==> src/rtl/demand_pacing_controller_top_defines.svh <==
// ----------------------------------------------------------------------------
// Demand pacing controller assertion macros
// Shared assertion wrappers; define ASSERT_OFF to compile them out.
// ----------------------------------------------------------------------------
`ifndef DEMAND_PACING_CONTROLLER_TOP_DEFINES_SVH
`define DEMAND_PACING_CONTROLLER_TOP_DEFINES_SVH

`ifndef ASSERT_OFF
// Checked only while the block is out of reset.
`define DPC_ASSERT(lbl, prop, msg) \
  lbl: assert property (@(posedge clk) disable iff (!rst_n) prop) else $error(msg);
// Checked on every edge, reset included.
`define DPC_ASSERT_ALWAYS(lbl, prop, msg) \
  lbl: assert property (@(posedge clk) prop) else $error(msg);
`else
`define DPC_ASSERT(lbl, prop, msg)
`define DPC_ASSERT_ALWAYS(lbl, prop, msg)
`endif

`endif

==> src/rtl/dpc_pkg.sv <==
// ----------------------------------------------------------------------------
// Demand pacing controller package
// Widths, register indexes, reset values and shared types.
// ----------------------------------------------------------------------------
`timescale 1ns / 1ps

package dpc_pkg;

  localparam int SAMPLE_W   = 16;
  localparam int TIME_W     = 32;
  localparam int CFG_IDX_W  = 8;
  localparam int CFG_DATA_W = 16;

  // Moving-average window length, 1 to 16.
  localparam int WINDOW_LEN = 5;

  // The window sum and its magnitude fit in SUM_W bits.
  localparam int SUM_W     = SAMPLE_W + $clog2(WINDOW_LEN);
  // Exact floor division by WINDOW_LEN for magnitudes below 2**SUM_W:
  // multiply by ceil(2**DIV_SHIFT / WINDOW_LEN) and shift right.
  localparam int DIV_SHIFT = SUM_W + $clog2(WINDOW_LEN);
  localparam int RECIP_W   = SUM_W + 1;
  localparam int PROD_W    = SUM_W + RECIP_W;
  localparam logic [RECIP_W-1:0] DIV_RECIP =
    RECIP_W'(((64'd1 << DIV_SHIFT) + 64'(WINDOW_LEN) - 64'd1) / 64'(WINDOW_LEN));

  // Queue between the front and back halves.
  localparam int Q_DEPTH = 2;
  localparam int Q_PTR_W = (Q_DEPTH > 1) ? $clog2(Q_DEPTH) : 1;
  localparam int Q_CNT_W = $clog2(Q_DEPTH + 1);

  // Register indexes.
  localparam logic [CFG_IDX_W-1:0] CFG_SENSE_THRESHOLD = CFG_IDX_W'(0);
  localparam logic [CFG_IDX_W-1:0] CFG_NOISE_BAND      = CFG_IDX_W'(1);
  localparam logic [CFG_IDX_W-1:0] CFG_REFRACTORY      = CFG_IDX_W'(2);
  localparam logic [CFG_IDX_W-1:0] CFG_PACING_INTERVAL = CFG_IDX_W'(3);

  // Register reset values.
  localparam logic signed [CFG_DATA_W-1:0] RST_SENSE_THRESHOLD = 16'sd1500;
  localparam logic [CFG_DATA_W-1:0]        RST_NOISE_BAND      = 16'd50;
  localparam logic [CFG_DATA_W-1:0]        RST_REFRACTORY      = 16'd250;
  localparam logic [CFG_DATA_W-1:0]        RST_PACING_INTERVAL = 16'd1000;

  typedef enum logic [1:0] {
    ST_PACED    = 2'd0,
    ST_PENDING  = 2'd1,
    ST_ABNORMAL = 2'd2,
    ST_NORMAL   = 2'd3
  } dpc_status_t;

  typedef struct packed {
    logic signed [CFG_DATA_W-1:0] sense_threshold_uv;
    logic [CFG_DATA_W-1:0]        noise_band_uv;
    logic [CFG_DATA_W-1:0]        refractory_ms;
    logic [CFG_DATA_W-1:0]        pacing_interval_ms;
  } dpc_cfg_t;

  // Classified word handed from the front half to the back half.
  typedef struct packed {
    logic signed [SAMPLE_W-1:0] smoothed_uv;
    logic [TIME_W-1:0]          time_ms;
    logic                       below;
    logic                       abnormal;
  } dpc_entry_t;

  typedef struct packed {
    logic signed [SAMPLE_W-1:0] smoothed_uv;
    logic                       pace;
    dpc_status_t                status;
    logic                       in_refractory;
  } dpc_result_t;

endpackage

==> src/rtl/dpc_ifs.sv <==
// ----------------------------------------------------------------------------
// Demand pacing controller channel interfaces
// Valid/ready channels for samples, results and register writes.
// ----------------------------------------------------------------------------
`timescale 1ns / 1ps

interface dpc_in_if import dpc_pkg::*; ();
  logic                       valid;
  logic                       ready;
  logic signed [SAMPLE_W-1:0] sample_uv;
  logic [TIME_W-1:0]          time_ms;

  modport source (output valid, output sample_uv, output time_ms, input ready);
  modport sink   (input valid, input sample_uv, input time_ms, output ready);
endinterface

interface dpc_out_if import dpc_pkg::*; ();
  logic                       valid;
  logic                       ready;
  logic signed [SAMPLE_W-1:0] smoothed_uv;
  logic                       pace;
  dpc_status_t                status;
  logic                       in_refractory;

  modport source (output valid, output smoothed_uv, output pace, output status,
                  output in_refractory, input ready);
  modport sink   (input valid, input smoothed_uv, input pace, input status,
                  input in_refractory, output ready);
endinterface

interface dpc_cfg_if import dpc_pkg::*; ();
  logic                  valid;
  logic                  ready;
  logic [CFG_IDX_W-1:0]  index;
  logic [CFG_DATA_W-1:0] data;

  modport source (output valid, output index, output data, input ready);
  modport sink   (input valid, input index, input data, output ready);
endinterface

==> src/rtl/dpc_front.sv <==
// ----------------------------------------------------------------------------
// Demand pacing controller front half
// Takes samples, keeps the moving-average window and classifies the average.
// ----------------------------------------------------------------------------
`timescale 1ns / 1ps
`include "demand_pacing_controller_top_defines.svh"

module dpc_front import dpc_pkg::*; (
  input  logic       clk,
  input  logic       rst_n,
  input  dpc_cfg_t   cfg,
  dpc_in_if.sink     in_ch,
  output logic       push_valid,
  output dpc_entry_t push_data,
  input  logic       push_ready
);

  logic signed [SAMPLE_W-1:0] window_r [WINDOW_LEN];
  // The running window sum doubles as the first stage's payload.
  logic signed [SUM_W-1:0]    sum_r, sum_nxt;
  logic                       a_valid_r;
  logic [TIME_W-1:0]          a_time_r;

  logic                       b_valid_r;
  logic [SAMPLE_W-1:0]        quot_r;
  logic                       neg_r;
  logic [TIME_W-1:0]          b_time_r;

  logic                       accept;
  logic                       a_load;
  logic                       b_load;
  logic [SUM_W-1:0]           mag;
  logic [PROD_W-1:0]          prod;
  logic signed [SAMPLE_W-1:0] avg;
  logic signed [SAMPLE_W:0]   dev;
  logic [SAMPLE_W:0]          abs_dev;

  assign b_load      = !b_valid_r || push_ready;
  assign a_load      = !a_valid_r || b_load;
  assign in_ch.ready = a_load;
  assign accept      = in_ch.valid && a_load;

  assign sum_nxt = sum_r + SUM_W'(in_ch.sample_uv) - SUM_W'(window_r[WINDOW_LEN-1]);

  always_ff @(posedge clk) begin
    if (!rst_n) begin
      for (int i = 0; i < WINDOW_LEN; i++) begin
        window_r[i] <= '0;
      end
      sum_r <= '0;
    end else if (accept) begin
      window_r[0] <= in_ch.sample_uv;
      for (int i = 1; i < WINDOW_LEN; i++) begin
        window_r[i] <= window_r[i-1];
      end
      sum_r <= sum_nxt;
    end
  end

  always_ff @(posedge clk) begin
    if (!rst_n) begin
      a_valid_r <= 1'b0;
      b_valid_r <= 1'b0;
    end else begin
      if (a_load) begin
        a_valid_r <= in_ch.valid;
      end
      if (b_load) begin
        b_valid_r <= a_valid_r;
      end
    end
  end

  // Divide the magnitude by the window length, then restore the sign so the
  // quotient truncates toward zero.
  assign mag  = sum_r[SUM_W-1] ? SUM_W'(-sum_r) : SUM_W'(sum_r);
  assign prod = PROD_W'(mag) * PROD_W'(DIV_RECIP);

  always_ff @(posedge clk) begin
    if (accept) begin
      a_time_r <= in_ch.time_ms;
    end
    if (b_load && a_valid_r) begin
      quot_r   <= prod[DIV_SHIFT +: SAMPLE_W];
      neg_r    <= sum_r[SUM_W-1];
      b_time_r <= a_time_r;
    end
  end

  assign avg     = neg_r ? SAMPLE_W'(-quot_r) : SAMPLE_W'(quot_r);
  assign dev     = (SAMPLE_W+1)'(avg) - (SAMPLE_W+1)'(cfg.sense_threshold_uv);
  assign abs_dev = dev[SAMPLE_W] ? (SAMPLE_W+1)'(-dev) : (SAMPLE_W+1)'(dev);

  assign push_valid            = b_valid_r;
  assign push_data.smoothed_uv = avg;
  assign push_data.time_ms     = b_time_r;
  assign push_data.below       = avg < cfg.sense_threshold_uv;
  assign push_data.abnormal    = abs_dev > {1'b0, cfg.noise_band_uv};

  `DPC_ASSERT(a_front_stall_holds_sum, a_valid_r && !b_load |=> a_valid_r && $stable(sum_r), "window sum changed while the first stage was stalled")

endmodule

==> src/rtl/dpc_queue.sv <==
// ----------------------------------------------------------------------------
// Demand pacing controller queue
// Short register queue that decouples the front and back halves.
// ----------------------------------------------------------------------------
`timescale 1ns / 1ps
`include "demand_pacing_controller_top_defines.svh"

module dpc_queue import dpc_pkg::*; (
  input  logic       clk,
  input  logic       rst_n,
  input  logic       push_valid,
  input  dpc_entry_t push_data,
  output logic       push_ready,
  output logic       pop_valid,
  output dpc_entry_t pop_data,
  input  logic       pop_ready
);

  dpc_entry_t         mem_r [Q_DEPTH];
  logic [Q_PTR_W-1:0] wr_ptr_r, wr_ptr_nxt;
  logic [Q_PTR_W-1:0] rd_ptr_r, rd_ptr_nxt;
  logic [Q_CNT_W-1:0] count_r, count_nxt;
  logic               push;
  logic               pop;

  assign push_ready = count_r != Q_CNT_W'(Q_DEPTH);
  assign pop_valid  = count_r != '0;
  assign push       = push_valid && push_ready;
  assign pop        = pop_valid && pop_ready;
  assign pop_data   = mem_r[rd_ptr_r];

  always_comb begin
    wr_ptr_nxt = wr_ptr_r;
    rd_ptr_nxt = rd_ptr_r;
    count_nxt  = count_r;
    if (push) begin
      wr_ptr_nxt = (wr_ptr_r == Q_PTR_W'(Q_DEPTH - 1)) ? '0 : wr_ptr_r + 1'b1;
    end
    if (pop) begin
      rd_ptr_nxt = (rd_ptr_r == Q_PTR_W'(Q_DEPTH - 1)) ? '0 : rd_ptr_r + 1'b1;
    end
    if (push && !pop) begin
      count_nxt = count_r + 1'b1;
    end else if (pop && !push) begin
      count_nxt = count_r - 1'b1;
    end
  end

  always_ff @(posedge clk) begin
    if (!rst_n) begin
      wr_ptr_r <= '0;
      rd_ptr_r <= '0;
      count_r  <= '0;
    end else begin
      wr_ptr_r <= wr_ptr_nxt;
      rd_ptr_r <= rd_ptr_nxt;
      count_r  <= count_nxt;
    end
  end

  always_ff @(posedge clk) begin
    if (push) begin
      mem_r[wr_ptr_r] <= push_data;
    end
  end

  `DPC_ASSERT(a_queue_count_bound, count_r <= Q_CNT_W'(Q_DEPTH), "queue count exceeds its depth")
  `DPC_ASSERT(a_queue_empty_ptrs, count_r == '0 |-> wr_ptr_r == rd_ptr_r, "empty queue with pointers apart")

endmodule

==> src/rtl/dpc_back.sv <==
// ----------------------------------------------------------------------------
// Demand pacing controller back half
// Tracks refractory and pacing timing and drives the result register.
// ----------------------------------------------------------------------------
`timescale 1ns / 1ps
`include "demand_pacing_controller_top_defines.svh"

module dpc_back import dpc_pkg::*; (
  input  logic       clk,
  input  logic       rst_n,
  input  dpc_cfg_t   cfg,
  input  logic       pop_valid,
  input  dpc_entry_t pop_data,
  output logic       pop_ready,
  dpc_out_if.source  out_ch
);

  logic [TIME_W-1:0] last_pace_r;
  logic              refr_r, refr_nxt;
  logic              out_valid_r;
  dpc_result_t       out_r;
  dpc_result_t       res;

  logic              pop;
  logic [TIME_W-1:0] elapsed;
  logic              refr_hold;
  logic              pace_now;

  assign pop_ready = !out_valid_r || out_ch.ready;
  assign pop       = pop_valid && pop_ready;

  // Elapsed time wraps modulo 2**32, so an earlier stamp reads as a long wait.
  assign elapsed   = pop_data.time_ms - last_pace_r;
  assign refr_hold = refr_r && (elapsed < TIME_W'(cfg.refractory_ms));

  always_comb begin
    pace_now          = 1'b0;
    refr_nxt          = refr_hold;
    res.smoothed_uv   = pop_data.smoothed_uv;
    res.status        = pop_data.abnormal ? ST_ABNORMAL : ST_NORMAL;
    if (pop_data.below && !refr_hold) begin
      if (elapsed >= TIME_W'(cfg.pacing_interval_ms)) begin
        pace_now   = 1'b1;
        refr_nxt   = 1'b1;
        res.status = ST_PACED;
      end else begin
        res.status = ST_PENDING;
      end
    end
    res.pace          = pace_now;
    res.in_refractory = refr_nxt;
  end

  always_ff @(posedge clk) begin
    if (!rst_n) begin
      last_pace_r <= '0;
      refr_r      <= 1'b0;
      out_valid_r <= 1'b0;
    end else begin
      if (pop) begin
        refr_r <= refr_nxt;
        if (pace_now) begin
          last_pace_r <= pop_data.time_ms;
        end
      end
      if (pop_ready) begin
        out_valid_r <= pop_valid;
      end
    end
  end

  always_ff @(posedge clk) begin
    if (pop) begin
      out_r <= res;
    end
  end

  assign out_ch.valid         = out_valid_r;
  assign out_ch.smoothed_uv   = out_r.smoothed_uv;
  assign out_ch.pace          = out_r.pace;
  assign out_ch.status        = out_r.status;
  assign out_ch.in_refractory = out_r.in_refractory;

  `DPC_ASSERT(a_pace_is_consistent, out_valid_r && out_r.pace |-> out_r.in_refractory && out_r.status == ST_PACED, "pace without paced status or refractory flag")
  `DPC_ASSERT(a_pace_records_time, pop && pace_now |=> last_pace_r == $past(pop_data.time_ms), "pace did not record its own timestamp")
  `DPC_ASSERT_ALWAYS(a_reset_clears_result, !rst_n |=> !out_valid_r, "result valid right after reset")

endmodule

==> src/rtl/demand_pacing_controller_top.sv <==
// ----------------------------------------------------------------------------
// Demand pacing controller top level
// VVI-style demand pacing timing on a stream of sensed samples.
// ----------------------------------------------------------------------------
// The block takes one sample word per clock and returns one result word per
// sample in order, sustaining one word per cycle while the result side keeps
// up. A sample passes in order through the running window sum register, the
// quotient register loaded by the reciprocal multiply that divides the sum by
// the window length, the queue, and the result register, where the refractory
// and pacing timers update for each word. Register writes are taken at once
// and belong only in idle periods.
`timescale 1ns / 1ps

module demand_pacing_controller_top import dpc_pkg::*; (
  input  logic      clk,
  input  logic      rst_n,
  dpc_cfg_if.sink   cfg_ch,
  dpc_in_if.sink    in_ch,
  dpc_out_if.source out_ch
);

  dpc_cfg_t   cfg_r;
  logic       push_valid;
  logic       push_ready;
  dpc_entry_t push_data;
  logic       pop_valid;
  logic       pop_ready;
  dpc_entry_t pop_data;

  assign cfg_ch.ready = 1'b1;

  always_ff @(posedge clk) begin
    if (!rst_n) begin
      cfg_r.sense_threshold_uv <= RST_SENSE_THRESHOLD;
      cfg_r.noise_band_uv      <= RST_NOISE_BAND;
      cfg_r.refractory_ms      <= RST_REFRACTORY;
      cfg_r.pacing_interval_ms <= RST_PACING_INTERVAL;
    end else if (cfg_ch.valid) begin
      unique case (cfg_ch.index)
        CFG_SENSE_THRESHOLD: cfg_r.sense_threshold_uv <= cfg_ch.data;
        CFG_NOISE_BAND:      cfg_r.noise_band_uv      <= cfg_ch.data;
        CFG_REFRACTORY:      cfg_r.refractory_ms      <= cfg_ch.data;
        CFG_PACING_INTERVAL: cfg_r.pacing_interval_ms <= cfg_ch.data;
        default: begin
          // Writes to unknown indexes are dropped.
        end
      endcase
    end
  end

  dpc_front u_front (
    .clk        (clk),
    .rst_n      (rst_n),
    .cfg        (cfg_r),
    .in_ch      (in_ch),
    .push_valid (push_valid),
    .push_data  (push_data),
    .push_ready (push_ready)
  );

  dpc_queue u_queue (
    .clk        (clk),
    .rst_n      (rst_n),
    .push_valid (push_valid),
    .push_data  (push_data),
    .push_ready (push_ready),
    .pop_valid  (pop_valid),
    .pop_data   (pop_data),
    .pop_ready  (pop_ready)
  );

  dpc_back u_back (
    .clk       (clk),
    .rst_n     (rst_n),
    .cfg       (cfg_r),
    .pop_valid (pop_valid),
    .pop_data  (pop_data),
    .pop_ready (pop_ready),
    .out_ch    (out_ch)
  );

endmodule

==> src/flat_wrapper.sv <==
// flat-port wrapper written by rule: the top's interface ports become plain ports
module demand_pacing_controller_top_flat import dpc_pkg::*;
  (clk, rst_n, cfg_ch_valid, cfg_ch_index, cfg_ch_data, cfg_ch_ready, in_ch_valid, in_ch_sample_uv, in_ch_time_ms, in_ch_ready, out_ch_valid, out_ch_smoothed_uv, out_ch_pace, out_ch_status, out_ch_in_refractory, out_ch_ready);
  dpc_cfg_if cfg_ch_i ();
  dpc_in_if in_ch_i ();
  dpc_out_if out_ch_i ();
  input  logic clk;
  input  logic rst_n;
  input wire logic [$bits(cfg_ch_i.valid)-1:0] cfg_ch_valid;
  input wire logic [$bits(cfg_ch_i.index)-1:0] cfg_ch_index;
  input wire logic [$bits(cfg_ch_i.data)-1:0] cfg_ch_data;
  output wire logic [$bits(cfg_ch_i.ready)-1:0] cfg_ch_ready;
  input wire logic [$bits(in_ch_i.valid)-1:0] in_ch_valid;
  input wire logic [$bits(in_ch_i.sample_uv)-1:0] in_ch_sample_uv;
  input wire logic [$bits(in_ch_i.time_ms)-1:0] in_ch_time_ms;
  output wire logic [$bits(in_ch_i.ready)-1:0] in_ch_ready;
  output wire logic [$bits(out_ch_i.valid)-1:0] out_ch_valid;
  output wire logic [$bits(out_ch_i.smoothed_uv)-1:0] out_ch_smoothed_uv;
  output wire logic [$bits(out_ch_i.pace)-1:0] out_ch_pace;
  output wire logic [$bits(out_ch_i.status)-1:0] out_ch_status;
  output wire logic [$bits(out_ch_i.in_refractory)-1:0] out_ch_in_refractory;
  input wire logic [$bits(out_ch_i.ready)-1:0] out_ch_ready;
  assign cfg_ch_i.valid = cfg_ch_valid;
  assign cfg_ch_i.index = cfg_ch_index;
  assign cfg_ch_i.data = cfg_ch_data;
  assign cfg_ch_ready = cfg_ch_i.ready;
  assign in_ch_i.valid = in_ch_valid;
  assign in_ch_i.sample_uv = in_ch_sample_uv;
  assign in_ch_i.time_ms = in_ch_time_ms;
  assign in_ch_ready = in_ch_i.ready;
  assign out_ch_valid = out_ch_i.valid;
  assign out_ch_smoothed_uv = out_ch_i.smoothed_uv;
  assign out_ch_pace = out_ch_i.pace;
  assign out_ch_status = out_ch_i.status;
  assign out_ch_in_refractory = out_ch_i.in_refractory;
  assign out_ch_i.ready = out_ch_ready;
  demand_pacing_controller_top u_core (.clk(clk), .rst_n(rst_n), .cfg_ch(cfg_ch_i), .in_ch(in_ch_i), .out_ch(out_ch_i));
endmodule
==> config.mk <==
export PLATFORM = sky130hd
export DESIGN_NAME = demand_pacing_controller_top_flat
export DESIGN_NICKNAME = d
export VERILOG_FILES = /design/src/rtl/dpc_pkg.sv /design/src/rtl/dpc_ifs.sv /design/src/rtl/dpc_front.sv /design/src/rtl/dpc_queue.sv /design/src/rtl/dpc_back.sv /design/src/rtl/demand_pacing_controller_top.sv /design/src/flat_wrapper.sv
export VERILOG_INCLUDE_DIRS = /design/src /design/src/rtl
export SDC_FILE = /design/constraint.sdc
export NUM_CORES = 1
export LEC_CHECK = 0
export ABC_CLOCK_PERIOD_IN_PS = 6710
export BUFFER_PORTS_ARGS = -buffer_cell sky130_fd_sc_hd__buf_2
export CORE_MARGIN = 2
export CORE_UTILIZATION = 32
export CTS_CLUSTER_DIAMETER = 200
export DETAILED_ROUTE_END_ITERATION = 7
export PLACE_DENSITY = 0.49
export SLEW_MARGIN = 20
export SYNTH_ARGS = -nofsm -noshare
export SYNTH_HDL_FRONTEND = slang
export SYNTH_SLANG_ARGS = --single-unit
==> constraint.sdc <==
create_clock -name clk -period 6.71 [get_ports clk]
set_input_delay 1.342 -clock clk [delete_from_list [all_inputs] [get_ports clk]]
set_output_delay 1.342 -clock clk [all_outputs]
set_load 0.03 [all_outputs]
==> metrics.txt <==
Post-synth EDFFs 281; register area share after synthesis 43.2%; Routed WL per cell roughly 17 µm; first-pass GRT wire length 99,200 µm; initial core utilization around a third; failing checks setup timing; initial antenna violation count 2; worst-skew pair later-pin latency 0.62 ns; top cells by area, synth edfxtp_1 33%, ha_1 12%, dfxtp_1 9.8%; Max Fclk between 100 and 150 MHz; hold crit path type reg2reg; clk_skew 0.0322 ns; Core Box Area 0.0786 mm²; Synth area leader edfxtp_1; I/O pin total 100; share of cells above drive strength 1 19.0%; ys async rst share 0%; total CTS buffers 48; Slew HR 35.4%; number of buffers inserted by port buffering between 90 and 100; dominant synthesized flop cell edfxtp_1; top-count cell post-synth inv_1; Critical Path Start Type flip-flop; worst-path fanout max 3; die height 285 µm; GRT Residual Overflow 0; largest net degree at the start of global routing 91; Post-Syn Nets 2,827; Fin Setup TNS -0.0593 ns; Syn. warnings 0; slew of the pin with the lowest slew margin 0.969 ns; area grow syn2layout 19.4%; Fillers 7,772; Die ar. 0.0813 mm²; Synth top area share around a third; sequential cell area 0.0109 mm²; syn avg cell area 10.6 µm²; WL final 62,600 µm; Initial DRC Count 870; htree depth 2; detailed-route DRC error count 0; crit end category flip-flop; critical path class reg2reg; Rows 103; via count 17,700; final period utilization 101%; router iterations before antenna repair 5; CTS tree yes; area of the multi-input gates around 0.013 mm²; GP Congestion 0.848; CTS Root Cell clkbuf_16; clk sinks 405; CP max stage delay between 0.5 and 0.6 ns; buffer levels on the longest clock path 3; Post-Synthesis Cells 2,384; Die Wd 285 µm; Yosys reg bits ~400; CP Data Required Time 7.05 ns; ANT nets after route 0; Crit-path slowest cell or4_4; Worst Path Arrival 7.11 ns; final setup fails 2; GR Util All Layers between 10% and 20%; DP Wirelength ~48,000 µm; max-cap violations 0; vias in the first global route around 18,000; fin crit period approximately 6.8 ns; RSZ-0062 raised after global routing yes; Post-Syn Area 0.0253 mm²; outcome finished with violations; Distinct cells, synth a little under 80; Worst-path clk slew 0.06 ns; Post-synth top cells 389 x inv_1, 281 x edfxtp_1, 248 x ha_1; cts hold-fix bufs 0; final hold vios 0; Final WS setup -0.0569 ns; Final Max Tran Viols 0; vias per cell 4.75; Final Net Count 3,070
what timing repair did:
action / in CTS / in global routing
pin swaps: 59 / 34
setup endpoints to repair: 11 / 16
setup buffers: 14 / 9
cloned: 0 / 0
gates resized for setup: 38 / 42
logic make-up after synthesis:
group	count (synthesis)	share of synthesized area, %
AOI/OAI and AO/OA	408	10.5
other	1	0.0148
DFF	405	43.2
and+or+nand+nor	556	10.8
buffers and inverters	464	6.96
adders and majority gates	366	21.6
xor gates and xnor gates	116	4.02
muxes	68	2.92
path summary, 6_finish.rpt:
| path | startpoint | endpoint | slack [ns] | depth (start not counted) |
|---|---|---|---|---|
| worst max-delay path | u_core.u_front.sum_r[3] | u_core.u_front.quot_r[15] | -0.06 | 30 |
| worst min-delay path | u_core.u_front.a_time_r[17] | u_core.u_front.b_time_r[17] | 0.42 | 0 |
| worst max register to register | u_core.u_front.sum_r[3] | u_core.u_front.quot_r[15] | -0.06 | 30 |
| worst min register to register | u_core.u_front.a_time_r[17] | u_core.u_front.b_time_r[17] | 0.42 | 0 |
layout by cell type, fill, tap and decap left out, types with 13 or more instances in the layout:
cell type	netlist	layout
ha_1	248	232
inv_2	1	21
xnor2_1	87	80
o21a_1	27	27
ha_4	0	13
nor2b_1	29	25
a211oi_1	44	43
buf_4	3	164
nor2_1	96	91
mux2_2	47	47
nand2b_1	16	16
edfxtp_1	281	281
and3_1	76	75
o211ai_1	27	27
a21o_1	20	19
fa_1	118	112
a21oi_1	123	115
o21ai_0	65	58
nand4_1	16	16
clkbuf_16	0	48
nor3_1	68	67
inv_1	389	366
nand2_1	177	177
mux2i_1	21	21
xor2_1	29	28
buf_2	7	98
dfxtp_1	124	120
nand3_1	22	20
per-stage QoR:
stage	area, µm²	setup slack, ns	std cells	hold slack [ns]	utilization, %
2_1_floorplan	25400	-0.255	2384	0.400	-
3_3_place_gp	28000	-0.353	3605	0.402	35.7
3_5_place_dp	28000	-0.442	3605	0.405	35.7
4_1_cts	30000	-0.0687	3709	0.418	38.1
5_1_grt	30200	-0.356	3717	0.426	38.4
6_report	30200	-0.0569	3718	0.416	38.4
sequential cells by signal, summed over array words and instances, names as in the netlist, named ones only:
| name | flops |
|---|---|
| u_core.u_front.quot_r | 16 |
| u_core.cfg_r | 64 |
| u_core.u_queue.count_r | 2 |
| u_core.u_back.out_ch.status | 2 |
| u_core.u_front.a_valid_r | 1 |
| u_core.u_front.window_r | 80 |
| u_core.u_back.out_ch.smoothed_uv | 16 |
| u_core.u_back.last_pace_r | 32 |
| u_core.u_front.b_time_r | 32 |
| u_core.u_front.neg_r | 1 |
| u_core.u_queue.rd_ptr_r | 1 |
| u_core.u_back.out_ch.pace | 1 |
| u_core.u_front.sum_r | 19 |
| u_core.u_back.out_ch.valid | 1 |
| u_core.u_queue.wr_ptr_r | 1 |
| u_core.u_back.refr_r | 1 |
| u_core.u_back.out_ch.in_refractory | 1 |
| u_core.u_front.push_valid | 1 |
| u_core.u_queue.mem_r | 100 |
| u_core.u_front.a_time_r | 32 |
layer usage:
layer  share of wire (%)  GRT usage [%]  up-vias
li1                    -              -     8733
met1                  48           21.0     8591
met2                  46           25.1      251
met3                 3.4           2.20       92
met4                 2.5           4.62        0
met5                   0              0        -
worst max-delay path: cells and delay by family, from the launching register on:
family | cells | cell delay [ns]
DFF | 1 | 0.32
and+or+nand+nor | 7 | 1.52
xor gates and xnor gates | 2 | 0.28
AOI/OAI and AO/OA | 8 | 1.30
adders and majority gates | 7 | 2.75
buffers and inverters | 6 | 0.31
final cells by class:
| class | instances | share of cell area [%] |
|---|---|---|
| multi-input combinational | 1515 | 43.4 |
| tap | 1050 | 4.35 |
| antenna | 1 | 0.00829 |
| clock inverter | 25 | 1.04 |
| inverter | 391 | 4.87 |
| sequential | 405 | 36.2 |
| clock buffer | 65 | 4.35 |
| timing repair buffer | 266 | 5.85 |
Power is left out: the tool's default activity adds up to more than one toggle a clock period on the data nets, which glitch-free logic cannot reach.
